$ cat src/sv/bitp_pkg.sv
// ----------------------------------------------------------------------------
// bitp_pkg
// Shared types, codes and sizes of the boolean infix-to-postfix converter.
// ----------------------------------------------------------------------------
package bitp_pkg;

    // Default operator stack depth
    localparam int STACK_DEPTH_DEF = 16;

    // Decoupling queue between front and back
    localparam int QUEUE_DEPTH = 2;
    localparam int QUEUE_AW    = $clog2(QUEUE_DEPTH);
    localparam int QUEUE_CW    = $clog2(QUEUE_DEPTH + 1);

    // Field widths
    localparam int ACTION_W = 3;
    localparam int VAR_W    = 16;
    localparam int POS_W    = 16;
    localparam int TYPE_W   = 2;
    localparam int ENTRY_W  = TYPE_W + POS_W;

    // Raw input action codes
    localparam logic [ACTION_W-1:0] ACT_VAR = 3'd0;
    localparam logic [ACTION_W-1:0] ACT_OR  = 3'd1;
    localparam logic [ACTION_W-1:0] ACT_AND = 3'd2;
    localparam logic [ACTION_W-1:0] ACT_NOT = 3'd3;
    localparam logic [ACTION_W-1:0] ACT_LBR = 3'd4;
    localparam logic [ACTION_W-1:0] ACT_RBR = 3'd5;
    localparam logic [ACTION_W-1:0] ACT_END = 3'd6;

    // Stack entry types, also the output token types for operators
    localparam logic [TYPE_W-1:0] STK_LBR = 2'd0;
    localparam logic [TYPE_W-1:0] STK_OR  = 2'd1;
    localparam logic [TYPE_W-1:0] STK_AND = 2'd2;
    localparam logic [TYPE_W-1:0] STK_NOT = 2'd3;
    localparam logic [TYPE_W-1:0] TOK_VAR = 2'd0;

    // Result kinds
    localparam logic [1:0] KIND_TOKEN  = 2'd0;
    localparam logic [1:0] KIND_ERROR  = 2'd1;
    localparam logic [1:0] KIND_STATUS = 2'd2;

    // Error codes
    localparam logic [2:0] ERR_NONE       = 3'd0;
    localparam logic [2:0] ERR_UNEXP_VAR  = 3'd1;
    localparam logic [2:0] ERR_UNEXP_TOK  = 3'd2;
    localparam logic [2:0] ERR_MIXED      = 3'd3;
    localparam logic [2:0] ERR_OPEN_CLOSE = 3'd4;
    localparam logic [2:0] ERR_UNFINISHED = 3'd5;
    localparam logic [2:0] ERR_OPEN_LEFT  = 3'd6;
    localparam logic [2:0] ERR_OVERFLOW   = 3'd7;

    // Classified operation
    typedef enum logic [2:0] {
        OP_VAR,
        OP_OR,
        OP_AND,
        OP_NOT,
        OP_LBR,
        OP_RBR,
        OP_END
    } t_op;

    // Back-end sequencer states
    typedef enum logic [1:0] {
        ST_IDLE,
        ST_RUN,
        ST_FINAL,
        ST_DONE
    } t_state;

    typedef struct packed {
        logic [ACTION_W-1:0] action;
        logic [VAR_W-1:0]    variable_id;
        logic [POS_W-1:0]    position;
    } t_in_item;

    typedef struct packed {
        logic [1:0]        kind;
        logic [TYPE_W-1:0] token_type;
        logic [VAR_W-1:0]  token_variable;
        logic [2:0]        error_code;
        logic [POS_W-1:0]  error_position;
        logic              last;
    } t_out_item;

    typedef struct packed {
        t_op              op;
        logic [VAR_W-1:0] var_id;
        logic [POS_W-1:0] pos;
    } t_cls_item;

endpackage

$ cat src/sv/bitp_front.sv
// ----------------------------------------------------------------------------
// bitp_front
// Input stage: accept a token, classify its action, drop the unused code.
// ----------------------------------------------------------------------------
module bitp_front (
    input  logic                 i_clk,
    input  logic                 i_rst_n,
    input  logic                 i_in_valid,
    output logic                 o_in_ready,
    input  bitp_pkg::t_in_item   i_in_item,
    output logic                 o_cls_valid,
    input  logic                 i_cls_ready,
    output bitp_pkg::t_cls_item  o_cls_item
);

    logic                r_valid;
    logic                n_valid;
    bitp_pkg::t_cls_item r_item;
    bitp_pkg::t_cls_item n_item;
    logic                known;
    bitp_pkg::t_op       op;

    always_comb begin
        known = 1'b1;
        op    = bitp_pkg::OP_VAR;
        case (i_in_item.action)
            bitp_pkg::ACT_VAR: op = bitp_pkg::OP_VAR;
            bitp_pkg::ACT_OR:  op = bitp_pkg::OP_OR;
            bitp_pkg::ACT_AND: op = bitp_pkg::OP_AND;
            bitp_pkg::ACT_NOT: op = bitp_pkg::OP_NOT;
            bitp_pkg::ACT_LBR: op = bitp_pkg::OP_LBR;
            bitp_pkg::ACT_RBR: op = bitp_pkg::OP_RBR;
            bitp_pkg::ACT_END: op = bitp_pkg::OP_END;
            default:           known = 1'b0;
        endcase
    end

    assign o_in_ready  = !r_valid || i_cls_ready;
    assign o_cls_valid = r_valid;
    assign o_cls_item  = r_item;

    always_comb begin
        n_valid = r_valid && !i_cls_ready;
        n_item  = r_item;
        if (i_in_valid && o_in_ready && known) begin
            n_valid       = 1'b1;
            n_item.op     = op;
            n_item.var_id = i_in_item.variable_id;
            n_item.pos    = i_in_item.position;
        end
    end

    always_ff @(posedge i_clk) begin
        if (!i_rst_n) begin
            r_valid <= 1'b0;
        end else begin
            r_valid <= n_valid;
        end
        r_item <= n_item;
    end

endmodule

$ cat src/sv/bitp_queue.sv
// ----------------------------------------------------------------------------
// bitp_queue
// Short first-in first-out queue between the front and the back.
// ----------------------------------------------------------------------------
module bitp_queue (
    input  logic                 i_clk,
    input  logic                 i_rst_n,
    input  logic                 i_wr_valid,
    output logic                 o_wr_ready,
    input  bitp_pkg::t_cls_item  i_wr_item,
    output logic                 o_rd_valid,
    input  logic                 i_rd_ready,
    output bitp_pkg::t_cls_item  o_rd_item
);

    bitp_pkg::t_cls_item               r_slot [bitp_pkg::QUEUE_DEPTH];
    logic [bitp_pkg::QUEUE_AW-1:0]     r_wr_ptr;
    logic [bitp_pkg::QUEUE_AW-1:0]     r_rd_ptr;
    logic [bitp_pkg::QUEUE_CW-1:0]     r_fill;
    logic                              wr;
    logic                              rd;

    assign o_wr_ready = r_fill != bitp_pkg::QUEUE_CW'(bitp_pkg::QUEUE_DEPTH);
    assign o_rd_valid = r_fill != '0;
    assign o_rd_item  = r_slot[r_rd_ptr];
    assign wr         = i_wr_valid && o_wr_ready;
    assign rd         = o_rd_valid && i_rd_ready;

    always_ff @(posedge i_clk) begin
        if (!i_rst_n) begin
            r_wr_ptr <= '0;
            r_rd_ptr <= '0;
            r_fill   <= '0;
        end else begin
            if (wr) begin
                r_wr_ptr <= r_wr_ptr + 1'b1;
            end
            if (rd) begin
                r_rd_ptr <= r_rd_ptr + 1'b1;
            end
            if (wr && !rd) begin
                r_fill <= r_fill + 1'b1;
            end else if (rd && !wr) begin
                r_fill <= r_fill - 1'b1;
            end
        end
        if (wr) begin
            r_slot[r_wr_ptr] <= i_wr_item;
        end
    end

endmodule

$ cat src/sv/bitp_back.sv
// ----------------------------------------------------------------------------
// bitp_back
// Shunting-yard sequencer: operator stack, error latch and result output.
// ----------------------------------------------------------------------------
module bitp_back #(
    parameter int STACK_DEPTH = bitp_pkg::STACK_DEPTH_DEF
) (
    input  logic                 i_clk,
    input  logic                 i_rst_n,
    input  logic                 i_q_valid,
    output logic                 o_q_ready,
    input  bitp_pkg::t_cls_item  i_q_item,
    output logic                 o_out_valid,
    input  logic                 i_out_ready,
    output bitp_pkg::t_out_item  o_out_item
);

    localparam int CW = $clog2(STACK_DEPTH + 1);
    localparam int IW = $clog2(STACK_DEPTH);

    // Stack memory: one write port, one registered read port at the top
    logic [bitp_pkg::ENTRY_W-1:0] r_mem [STACK_DEPTH];
    logic [bitp_pkg::ENTRY_W-1:0] r_rd;
    logic [IW-1:0]                rd_idx;
    logic [CW-1:0]                cnt_m1;

    bitp_pkg::t_state    r_state, n_state;
    bitp_pkg::t_cls_item r_cur, n_cur;
    logic [CW-1:0]       r_count, n_count;
    logic                r_expect, n_expect;
    logic                r_seen, n_seen;
    logic [2:0]          r_latched, n_latched;
    logic                r_top_ok, n_top_ok;
    bitp_pkg::t_out_item r_hold, n_hold;
    logic                r_hold_v, n_hold_v;
    bitp_pkg::t_out_item r_out, n_out;
    logic                r_out_v, n_out_v;

    logic                          has;
    logic                          full;
    logic [bitp_pkg::TYPE_W-1:0]   top_type;
    logic [bitp_pkg::POS_W-1:0]    top_pos;
    logic [bitp_pkg::TYPE_W-1:0]   bin_t;
    logic                          out_free;
    logic                          can_emit;
    logic                          step;
    logic                          emit;
    bitp_pkg::t_out_item           em;
    logic                          push;
    logic [bitp_pkg::ENTRY_W-1:0]  push_data;
    logic                          pop;
    logic                          clear;
    logic                          mv;
    logic                          mv_last;
    logic                          deq;

    assign has      = r_count != '0;
    assign full     = r_count == CW'(STACK_DEPTH);
    assign top_type = r_rd[bitp_pkg::ENTRY_W-1:bitp_pkg::POS_W];
    assign top_pos  = r_rd[bitp_pkg::POS_W-1:0];
    assign cnt_m1   = r_count - 1'b1;
    assign rd_idx   = has ? cnt_m1[IW-1:0] : '0;
    assign out_free = !r_out_v || i_out_ready;
    assign can_emit = !r_hold_v || out_free;
    assign bin_t    = (r_cur.op == bitp_pkg::OP_OR) ? bitp_pkg::STK_OR : bitp_pkg::STK_AND;
    assign step     = can_emit && (!has || r_top_ok);

    assign o_q_ready   = deq;
    assign o_out_valid = r_out_v;
    assign o_out_item  = r_out;

    always_comb begin
        n_state   = r_state;
        n_cur     = r_cur;
        n_count   = r_count;
        n_expect  = r_expect;
        n_seen    = r_seen;
        n_latched = r_latched;
        emit      = 1'b0;
        em        = '0;
        push      = 1'b0;
        push_data = '0;
        pop       = 1'b0;
        clear     = 1'b0;
        mv_last   = 1'b0;
        deq       = 1'b0;
        case (r_state)
            bitp_pkg::ST_IDLE: begin
                if (i_q_valid) begin
                    deq     = 1'b1;
                    n_cur   = i_q_item;
                    n_state = bitp_pkg::ST_RUN;
                end
            end
            bitp_pkg::ST_RUN: begin
                if (step) begin
                    if (r_cur.op == bitp_pkg::OP_END) begin
                        n_state = bitp_pkg::ST_FINAL;
                        if (r_latched == bitp_pkg::ERR_NONE && r_seen) begin
                            if (r_expect) begin
                                emit              = 1'b1;
                                em.kind           = bitp_pkg::KIND_ERROR;
                                em.error_code     = bitp_pkg::ERR_UNFINISHED;
                                em.error_position = r_cur.pos;
                                n_latched         = bitp_pkg::ERR_UNFINISHED;
                            end else if (has && top_type != bitp_pkg::STK_LBR) begin
                                // flush one operator, stay here
                                emit          = 1'b1;
                                em.token_type = top_type;
                                pop           = 1'b1;
                                n_state       = bitp_pkg::ST_RUN;
                            end else if (has) begin
                                emit              = 1'b1;
                                em.kind           = bitp_pkg::KIND_ERROR;
                                em.error_code     = bitp_pkg::ERR_OPEN_LEFT;
                                em.error_position = top_pos;
                                n_latched         = bitp_pkg::ERR_OPEN_LEFT;
                            end
                        end
                    end else if (r_latched != bitp_pkg::ERR_NONE) begin
                        n_state = bitp_pkg::ST_DONE;
                    end else begin
                        n_seen  = 1'b1;
                        n_state = bitp_pkg::ST_DONE;
                        case (r_cur.op)
                            bitp_pkg::OP_VAR: begin
                                emit = 1'b1;
                                if (!r_expect) begin
                                    em.kind           = bitp_pkg::KIND_ERROR;
                                    em.error_code     = bitp_pkg::ERR_UNEXP_VAR;
                                    em.error_position = r_cur.pos;
                                    n_latched         = bitp_pkg::ERR_UNEXP_VAR;
                                end else begin
                                    em.token_type     = bitp_pkg::TOK_VAR;
                                    em.token_variable = r_cur.var_id;
                                    n_expect          = 1'b0;
                                end
                            end
                            bitp_pkg::OP_OR, bitp_pkg::OP_AND: begin
                                if (r_expect) begin
                                    emit              = 1'b1;
                                    em.kind           = bitp_pkg::KIND_ERROR;
                                    em.error_code     = bitp_pkg::ERR_UNEXP_TOK;
                                    em.error_position = r_cur.pos;
                                    n_latched         = bitp_pkg::ERR_UNEXP_TOK;
                                end else if (has && top_type == bitp_pkg::STK_NOT) begin
                                    // pending negations bind tighter: pop them first
                                    emit          = 1'b1;
                                    em.token_type = top_type;
                                    pop           = 1'b1;
                                    n_state       = bitp_pkg::ST_RUN;
                                end else if (has && top_type != bitp_pkg::STK_LBR &&
                                             top_type != bin_t) begin
                                    emit              = 1'b1;
                                    em.kind           = bitp_pkg::KIND_ERROR;
                                    em.error_code     = bitp_pkg::ERR_MIXED;
                                    em.error_position = r_cur.pos;
                                    n_latched         = bitp_pkg::ERR_MIXED;
                                end else begin
                                    n_expect = 1'b1;
                                    if (full) begin
                                        emit              = 1'b1;
                                        em.kind           = bitp_pkg::KIND_ERROR;
                                        em.error_code     = bitp_pkg::ERR_OVERFLOW;
                                        em.error_position = r_cur.pos;
                                        n_latched         = bitp_pkg::ERR_OVERFLOW;
                                    end else begin
                                        push      = 1'b1;
                                        push_data = {bin_t, r_cur.pos};
                                    end
                                end
                            end
                            bitp_pkg::OP_NOT, bitp_pkg::OP_LBR: begin
                                if (!r_expect || full) begin
                                    emit              = 1'b1;
                                    em.kind           = bitp_pkg::KIND_ERROR;
                                    em.error_code     = !r_expect ? bitp_pkg::ERR_UNEXP_TOK
                                                                  : bitp_pkg::ERR_OVERFLOW;
                                    em.error_position = r_cur.pos;
                                    n_latched         = em.error_code;
                                end else begin
                                    push      = 1'b1;
                                    push_data = {(r_cur.op == bitp_pkg::OP_NOT) ?
                                                 bitp_pkg::STK_NOT : bitp_pkg::STK_LBR,
                                                 r_cur.pos};
                                end
                            end
                            bitp_pkg::OP_RBR: begin
                                if (r_expect || !has) begin
                                    emit              = 1'b1;
                                    em.kind           = bitp_pkg::KIND_ERROR;
                                    em.error_code     = r_expect ? bitp_pkg::ERR_UNEXP_TOK
                                                                 : bitp_pkg::ERR_OPEN_CLOSE;
                                    em.error_position = r_cur.pos;
                                    n_latched         = em.error_code;
                                end else if (top_type != bitp_pkg::STK_LBR) begin
                                    emit          = 1'b1;
                                    em.token_type = top_type;
                                    pop           = 1'b1;
                                    n_state       = bitp_pkg::ST_RUN;
                                end else begin
                                    // drop the matching bracket
                                    pop = 1'b1;
                                end
                            end
                            default: begin
                                n_state = bitp_pkg::ST_DONE;
                            end
                        endcase
                    end
                end
            end
            bitp_pkg::ST_FINAL: begin
                if (can_emit) begin
                    emit          = 1'b1;
                    em.kind       = bitp_pkg::KIND_STATUS;
                    em.error_code = r_latched;
                    clear         = 1'b1;
                    n_count       = '0;
                    n_expect      = 1'b1;
                    n_seen        = 1'b0;
                    n_latched     = bitp_pkg::ERR_NONE;
                    n_state       = bitp_pkg::ST_DONE;
                end
            end
            bitp_pkg::ST_DONE: begin
                if (can_emit) begin
                    mv_last = r_hold_v;
                    n_state = bitp_pkg::ST_IDLE;
                    if (i_q_valid) begin
                        deq     = 1'b1;
                        n_cur   = i_q_item;
                        n_state = bitp_pkg::ST_RUN;
                    end
                end
            end
            default: begin
                n_state = bitp_pkg::ST_IDLE;
            end
        endcase
        if (push) begin
            n_count = r_count + 1'b1;
        end else if (pop) begin
            n_count = cnt_m1;
        end
    end

    // Hold stage keeps the newest result until the item's last one is known
    assign mv       = (emit && r_hold_v) || mv_last;
    assign n_top_ok = !(push || pop || clear);

    always_comb begin
        n_hold   = r_hold;
        n_hold_v = r_hold_v;
        n_out    = r_out;
        n_out_v  = r_out_v && !i_out_ready;
        if (mv) begin
            n_out      = r_hold;
            n_out.last = mv_last;
            n_out_v    = 1'b1;
            n_hold_v   = 1'b0;
        end
        if (emit) begin
            n_hold   = em;
            n_hold_v = 1'b1;
        end
    end

    always_ff @(posedge i_clk) begin
        if (!i_rst_n) begin
            r_state   <= bitp_pkg::ST_IDLE;
            r_count   <= '0;
            r_expect  <= 1'b1;
            r_seen    <= 1'b0;
            r_latched <= bitp_pkg::ERR_NONE;
            r_top_ok  <= 1'b0;
            r_hold_v  <= 1'b0;
            r_out_v   <= 1'b0;
        end else begin
            r_state   <= n_state;
            r_count   <= n_count;
            r_expect  <= n_expect;
            r_seen    <= n_seen;
            r_latched <= n_latched;
            r_top_ok  <= n_top_ok;
            r_hold_v  <= n_hold_v;
            r_out_v   <= n_out_v;
        end
        r_cur  <= n_cur;
        r_hold <= n_hold;
        r_out  <= n_out;
    end

    always_ff @(posedge i_clk) begin
        if (push) begin
            r_mem[r_count[IW-1:0]] <= push_data;
        end
        r_rd <= r_mem[rd_idx];
    end

    property p_no_push_full;
        @(posedge i_clk) disable iff (!i_rst_n) push |-> !full;
    endproperty
    a_no_push_full: assert property (p_no_push_full)
        else $error("push on a full operator stack");

    property p_pop_valid_top;
        @(posedge i_clk) disable iff (!i_rst_n) pop |-> (has && r_top_ok);
    endproperty
    a_pop_valid_top: assert property (p_pop_valid_top)
        else $error("pop without a settled top of stack");

    property p_emit_room;
        @(posedge i_clk) disable iff (!i_rst_n) (emit && r_hold_v) |-> out_free;
    endproperty
    a_emit_room: assert property (p_emit_room)
        else $error("result overwrites the hold stage");

    property p_final_clears;
        @(posedge i_clk) disable iff (!i_rst_n)
            (r_state == bitp_pkg::ST_FINAL && can_emit) |=>
            (r_count == '0 && r_latched == bitp_pkg::ERR_NONE && r_expect);
    endproperty
    a_final_clears: assert property (p_final_clears)
        else $error("state not cleared after final status");

    property p_last_only_done;
        @(posedge i_clk) disable iff (!i_rst_n)
            mv_last |-> (r_state == bitp_pkg::ST_DONE);
    endproperty
    a_last_only_done: assert property (p_last_only_done)
        else $error("last flag raised outside item completion");

endmodule

$ cat src/sv/boolean_infix_to_postfix.sv
// ----------------------------------------------------------------------------
// boolean_infix_to_postfix
// Boolean formula tokens in, shunting-yard postfix tokens, errors and status out.
// ----------------------------------------------------------------------------
//
//   Channel | Direction | Handshake                 | Payload
//   --------+-----------+---------------------------+-----------------------
//   in      | in        | i_in_valid / o_in_ready   | i_in_item  (t_in_item)
//   out     | out       | o_out_valid / i_out_ready | o_out_item (t_out_item)
//
// Sequence: in the back end, a token that causes no stack pop is dequeued and
// then executed; the result leaves through the hold stage while the next
// token is dequeued. Each operator popped from the stack adds a wait for the
// registered read port of the stack memory. An end item adds a final state
// for its final status.
// Reset: synchronous, active low; clears control state only. The stack memory
// is not cleared: an entry is only used after it has been written.
// Stalls: the front register and a two-entry queue keep accepting tokens, until
// they fill, while the back end waits on a stalled output; the back end holds in
// place until a transfer frees its output register.
// ----------------------------------------------------------------------------
module boolean_infix_to_postfix #(
    parameter int STACK_DEPTH = bitp_pkg::STACK_DEPTH_DEF
) (
    input  logic                 i_clk,
    input  logic                 i_rst_n,
    input  logic                 i_in_valid,
    output logic                 o_in_ready,
    input  bitp_pkg::t_in_item   i_in_item,
    output logic                 o_out_valid,
    input  logic                 i_out_ready,
    output bitp_pkg::t_out_item  o_out_item
);

    // Front to queue
    logic                cls_valid;
    logic                cls_ready;
    bitp_pkg::t_cls_item cls_item;

    // Queue to back
    logic                q_valid;
    logic                q_ready;
    bitp_pkg::t_cls_item q_item;

    // Classify tokens and drop the unused action code
    bitp_front u_front (
        .i_clk       (i_clk),
        .i_rst_n     (i_rst_n),
        .i_in_valid  (i_in_valid),
        .o_in_ready  (o_in_ready),
        .i_in_item   (i_in_item),
        .o_cls_valid (cls_valid),
        .i_cls_ready (cls_ready),
        .o_cls_item  (cls_item)
    );

    // Decouple the front from stalls of the back end
    bitp_queue u_queue (
        .i_clk      (i_clk),
        .i_rst_n    (i_rst_n),
        .i_wr_valid (cls_valid),
        .o_wr_ready (cls_ready),
        .i_wr_item  (cls_item),
        .o_rd_valid (q_valid),
        .i_rd_ready (q_ready),
        .o_rd_item  (q_item)
    );

    // Operator stack, error latch, result ordering
    bitp_back #(
        .STACK_DEPTH (STACK_DEPTH)
    ) u_back (
        .i_clk       (i_clk),
        .i_rst_n     (i_rst_n),
        .i_q_valid   (q_valid),
        .o_q_ready   (q_ready),
        .i_q_item    (q_item),
        .o_out_valid (o_out_valid),
        .i_out_ready (i_out_ready),
        .o_out_item  (o_out_item)
    );

endmodule
$ cat config.mk
export PLATFORM = sky130hd
export DESIGN_NAME = boolean_infix_to_postfix
export DESIGN_NICKNAME = d
export VERILOG_FILES = /design/src/sv/bitp_pkg.sv /design/src/sv/bitp_front.sv /design/src/sv/bitp_queue.sv /design/src/sv/bitp_back.sv /design/src/sv/boolean_infix_to_postfix.sv
export SDC_FILE = /design/constraint.sdc
export NUM_CORES = 1
export LEC_CHECK = 0
export BUFFER_PORTS_ARGS = -buffer_cell sky130_fd_sc_hd__buf_2
export CORE_UTILIZATION = 40
export DETAILED_ROUTE_END_ITERATION = 10
export SLEW_MARGIN = 5
export SYNTH_ARGS = -nofsm -noshare
export SYNTH_HDL_FRONTEND = slang
export SYNTH_SLANG_ARGS = --single-unit
export TNS_END_PERCENT = 50
$ cat constraint.sdc
create_clock -name i_clk -period 8.3 [get_ports i_clk]
set_input_delay 1.245 -clock i_clk [delete_from_list [all_inputs] [get_ports i_clk]]
set_output_delay 1.245 -clock i_clk [all_outputs]
set_load 0.05 [all_outputs]
==> results.json <==
{
  "cts_tree": "built",
  "root_buffer": "clkbuf_16",
  "dr.first_iter.drc_count": 1082,
  "netlist_instances": 1264,
  "power_density_nw_per_um2": 299,
  "holdPathEnd": "u_back.o_out_item[19]",
  "slew_headroom": 0.172,
  "vias": 11200,
  "timing_worst_setup_path_type": "flop to flop",
  "fin_crit_ns": 4.69,
  "syn_nets": 1314,
  "ioPinCount": 81,
  "post_cts_resized": 0,
  "grt_antenna_before_repair": 0,
  "fmax_mhz": 213,
  "hold_start": "u_back.r_hold[19]",
  "nNetsFinal": 1400,
  "synth_seq_cells": 546,
  "ys_warn_count": 0,
  "holdBufCountCts": 0,
  "slew_violations": 0,
  "finalSetupTns_ns": 0,
  "max_cap_violations": 0,
  "post_cts_buffers": 0,
  "postRouteAntennaNets": 0,
  "dieArea_um2": 53700,
  "vias_per_cell": 5.39,
  "critPathMaxFanout": 44,
  "start_kind": "flop",
  "grt_pass1_vias": 11400,
  "dp_hpwl_um": 26500,
  "ys.flop_type": "edfxtp_1",
  "setup_violations": 0,
  "reg2reg_slack_ns": 3.61,
  "syn_to_final_growth_pct": 14.6,
  "crit_required_ns": 8.52,
  "syn-cell-area_um2": 21100,
  "wire_per_inst_um": 21.5,
  "overflow": 0,
  "clock_latency_ns": 0.61,
  "hold_path_depth": 0,
  "drive_above_1_share": 0.212,
  "irDropWorstVdd_v": 0.000173,
  "fin_crit_sh": 0.565,
  "core_area_um2": 51700,
  "arrival_ns": 4.91,
  "htreeDepth": 2,
  "finalClockSkew_ns": 0.0178,
  "tightestPinTransition_ns": 1.24,
  "synth_cell_types": 70,
  "r2r_cells": 9,
  "synth-async-reset-ratio": 0,
  "cts.sinks": 546,
  "grt_pass1_wl_um": 67700,
  "portBuffers": 80,
  "numCtsBuffers": 54,
  "outcome": "complete, no violations",
  "die_w_um": 232,
  "fin_area_um2": 24200,
  "place_area_um2": 22300,
  "grt_setup_unrepaired": "false",
  "path_clk_slew_ns": 0.06,
  "finalHoldViolations": 0,
  "gp_congestion": 0.860,
  "leakagePower_uw": 0.00801,
  "hold_path.class": "flop to flop",
  "r2r_end": "u_back.r_mem[9][1]",
  "start_util": 0.408,
  "dr.pass1.iters": 7,
  "rows": 83,
  "clock_path_buffers": 3,
  "synth_area_per_cell_um2": 16.7,
  "grt_use_total": 0.168,
  "worst_setup_path_end_kind": "flop",
  "grt_start_max_net_pins": 63,
  "synth_edf_count": 507,
  "utilization": 0.468,
  "r2r-start": "u_back.r_count[0]",
  "ys_seq_area_frac": 0.758,
  "dieHeight_um": 232,
  "antenna-diode-count": 0,
  "drc": 0,
  "routed_wl_um": 44600
}
-- state kept, by name, indices dropped and copies added (netlist names), 3 cells and up, named ones only --
signal,flops
u_front.o_cls_item,35
u_back.r_cur,35
u_queue.r_slot,70
u_back.r_mem,288
u_back.r_count,5
u_back.o_out_item,40
u_back.r_hold,39
u_back.r_latched,3
u_back.r_rd,18
-- through the flow --
step	power, uW	std cells	hold slack (ns)	setup WS (ns)
after detailed placement	4760	1974	0.405	3.49
after floorplan	4370	1264	0.400	2.47
after global routing	7530	2074	0.426	3.18
after global placement	4740	1974	0.401	3.57
final	7240	2074	0.419	3.61
after CTS	7310	2074	0.420	3.55
-- cell usage in the layout, fill, tap and decap left out, types with 4 or more instances in the layout --
cell / synthesis / final
a21oi_1: 24 / 24
xor2_1: 5 / 5
nand3_1: 11 / 11
or3_1: 4 / 4
clkinv_1: 0 / 4
buf_2: 13 / 80
nor2_1: 47 / 39
a211oi_1: 6 / 5
a22o_1: 16 / 16
nand2b_1: 12 / 12
clkinv_2: 0 / 9
a21boi_0: 5 / 4
dfxtp_1: 39 / 38
nor2b_1: 5 / 5
nor3_1: 12 / 8
nand2_1: 151 / 151
clkbuf_8: 0 / 11
o31ai_1: 8 / 8
nor2_2: 2 / 8
inv_1: 10 / 9
clkbuf_16: 0 / 54
o21ai_0: 20 / 19
a31oi_1: 21 / 21
nor3_2: 0 / 4
mux2_2: 36 / 36
and2_1: 40 / 40
mux2i_1: 42 / 41
mux4_2: 36 / 36
edfxtp_1: 507 / 507
bufinv_16: 0 / 7
buf_4: 2 / 21
a32oi_1: 38 / 38
clkbuf_1: 49 / 11
o22ai_1: 19 / 19
nand3b_1: 5 / 5
ha_1: 11 / 11
-- layer usage --
metal / GRT usage / part of all wire / vias to the layer above
met5: 0 / 0 / -
met4: 0.0641 / 0.025 / 0
met2: 0.286 / 0.50 / 306
li1: - / - / 5115
met3: 0.0243 / 0.049 / 70
met1: 0.216 / 0.42 / 5689
-- final cells by class --
cell class	count	area, um2
clock buffer	76	1540
multi-input combinational	637	4890
tap	680	851
fill	4396	27500
sequential	546	16000
clock inverter	24	323
timing repair buffer	101	558
inverter	10	37.5
-- worst max path at each step --
stage                      startpoint              endpoint  slack (ns)  depth (start not counted)
floorplan                 i_out_ready  u_back.o_out_item[0]        2.47                          7
global placement          i_out_ready  u_back.r_mem[13][10]        3.57                          6
detailed placement        i_out_ready  u_back.r_mem[12][13]        3.49                          6
CTS                 u_back.r_count[0]   u_back.r_mem[12][4]        3.55                          9
global route        u_back.r_count[0]    u_back.r_mem[9][4]        3.18                          9
finish              u_back.r_count[0]    u_back.r_mem[9][1]        3.61                          9
-- cell usage after synthesis, drive strengths merged (4+ instances only) --
| library cell | count | area (um2) |
|---|---|---|
| or3 | 5 | 36.3 |
| ha | 11 | 138 |
| a21oi | 24 | 120 |
| mux2 | 36 | 405 |
| nand3b | 5 | 37.5 |
| clkbuf | 49 | 184 |
| a21boi | 6 | 48.8 |
| nor3 | 12 | 60.1 |
| a211oi | 6 | 45.0 |
| a32oi | 38 | 333 |
| nor2 | 49 | 189 |
| mux2i | 42 | 420 |
| edfxtp | 507 | 15200 |
| and2 | 40 | 250 |
| nor2b | 5 | 31.3 |
| and3 | 4 | 25.0 |
| dfxtp | 39 | 781 |
| nand2 | 151 | 567 |
| xor2 | 5 | 43.8 |
| mux4 | 36 | 811 |
| a22o | 16 | 140 |
| a31oi | 21 | 131 |
| o21ai | 20 | 100 |
| o22ai | 19 | 119 |
| buf | 22 | 129 |
| nand2b | 12 | 75.1 |
| nand3 | 11 | 55.1 |
| inv | 10 | 37.5 |
| o31ai | 8 | 60.1 |
-- cells by family after synthesis --
group / Yosys count / share of synthesized area
compound gates: 189 / 0.0666
fa+ha+maj: 12 / 0.00699
buf+inv: 81 / 0.0166
mux: 114 / 0.0775
xor+xnor: 7 / 0.00290
simple gates: 315 / 0.0718
flops: 546 / 0.758
-- worst max-delay path, stage by stage, from the launching register on --
cell and delay [ns]:
dfxtp_1 0.32, buf_4 0.48, inv_1 0.19, ha_1 0.32
nor4bb_1 0.25, nor4_1 0.40, a21oi_1 0.20, nor2_2 0.85
nand2_1 0.34, nor2_2 0.92
-- power breakdown --
part	total (uW)	switching [uW]	internal (uW)
Sequential	3470	154	3320
Clock	2540	1020	1520
Combinational	1230	774	459
Total	7240	1950	5290
Power figures use the tool's default switching activity.
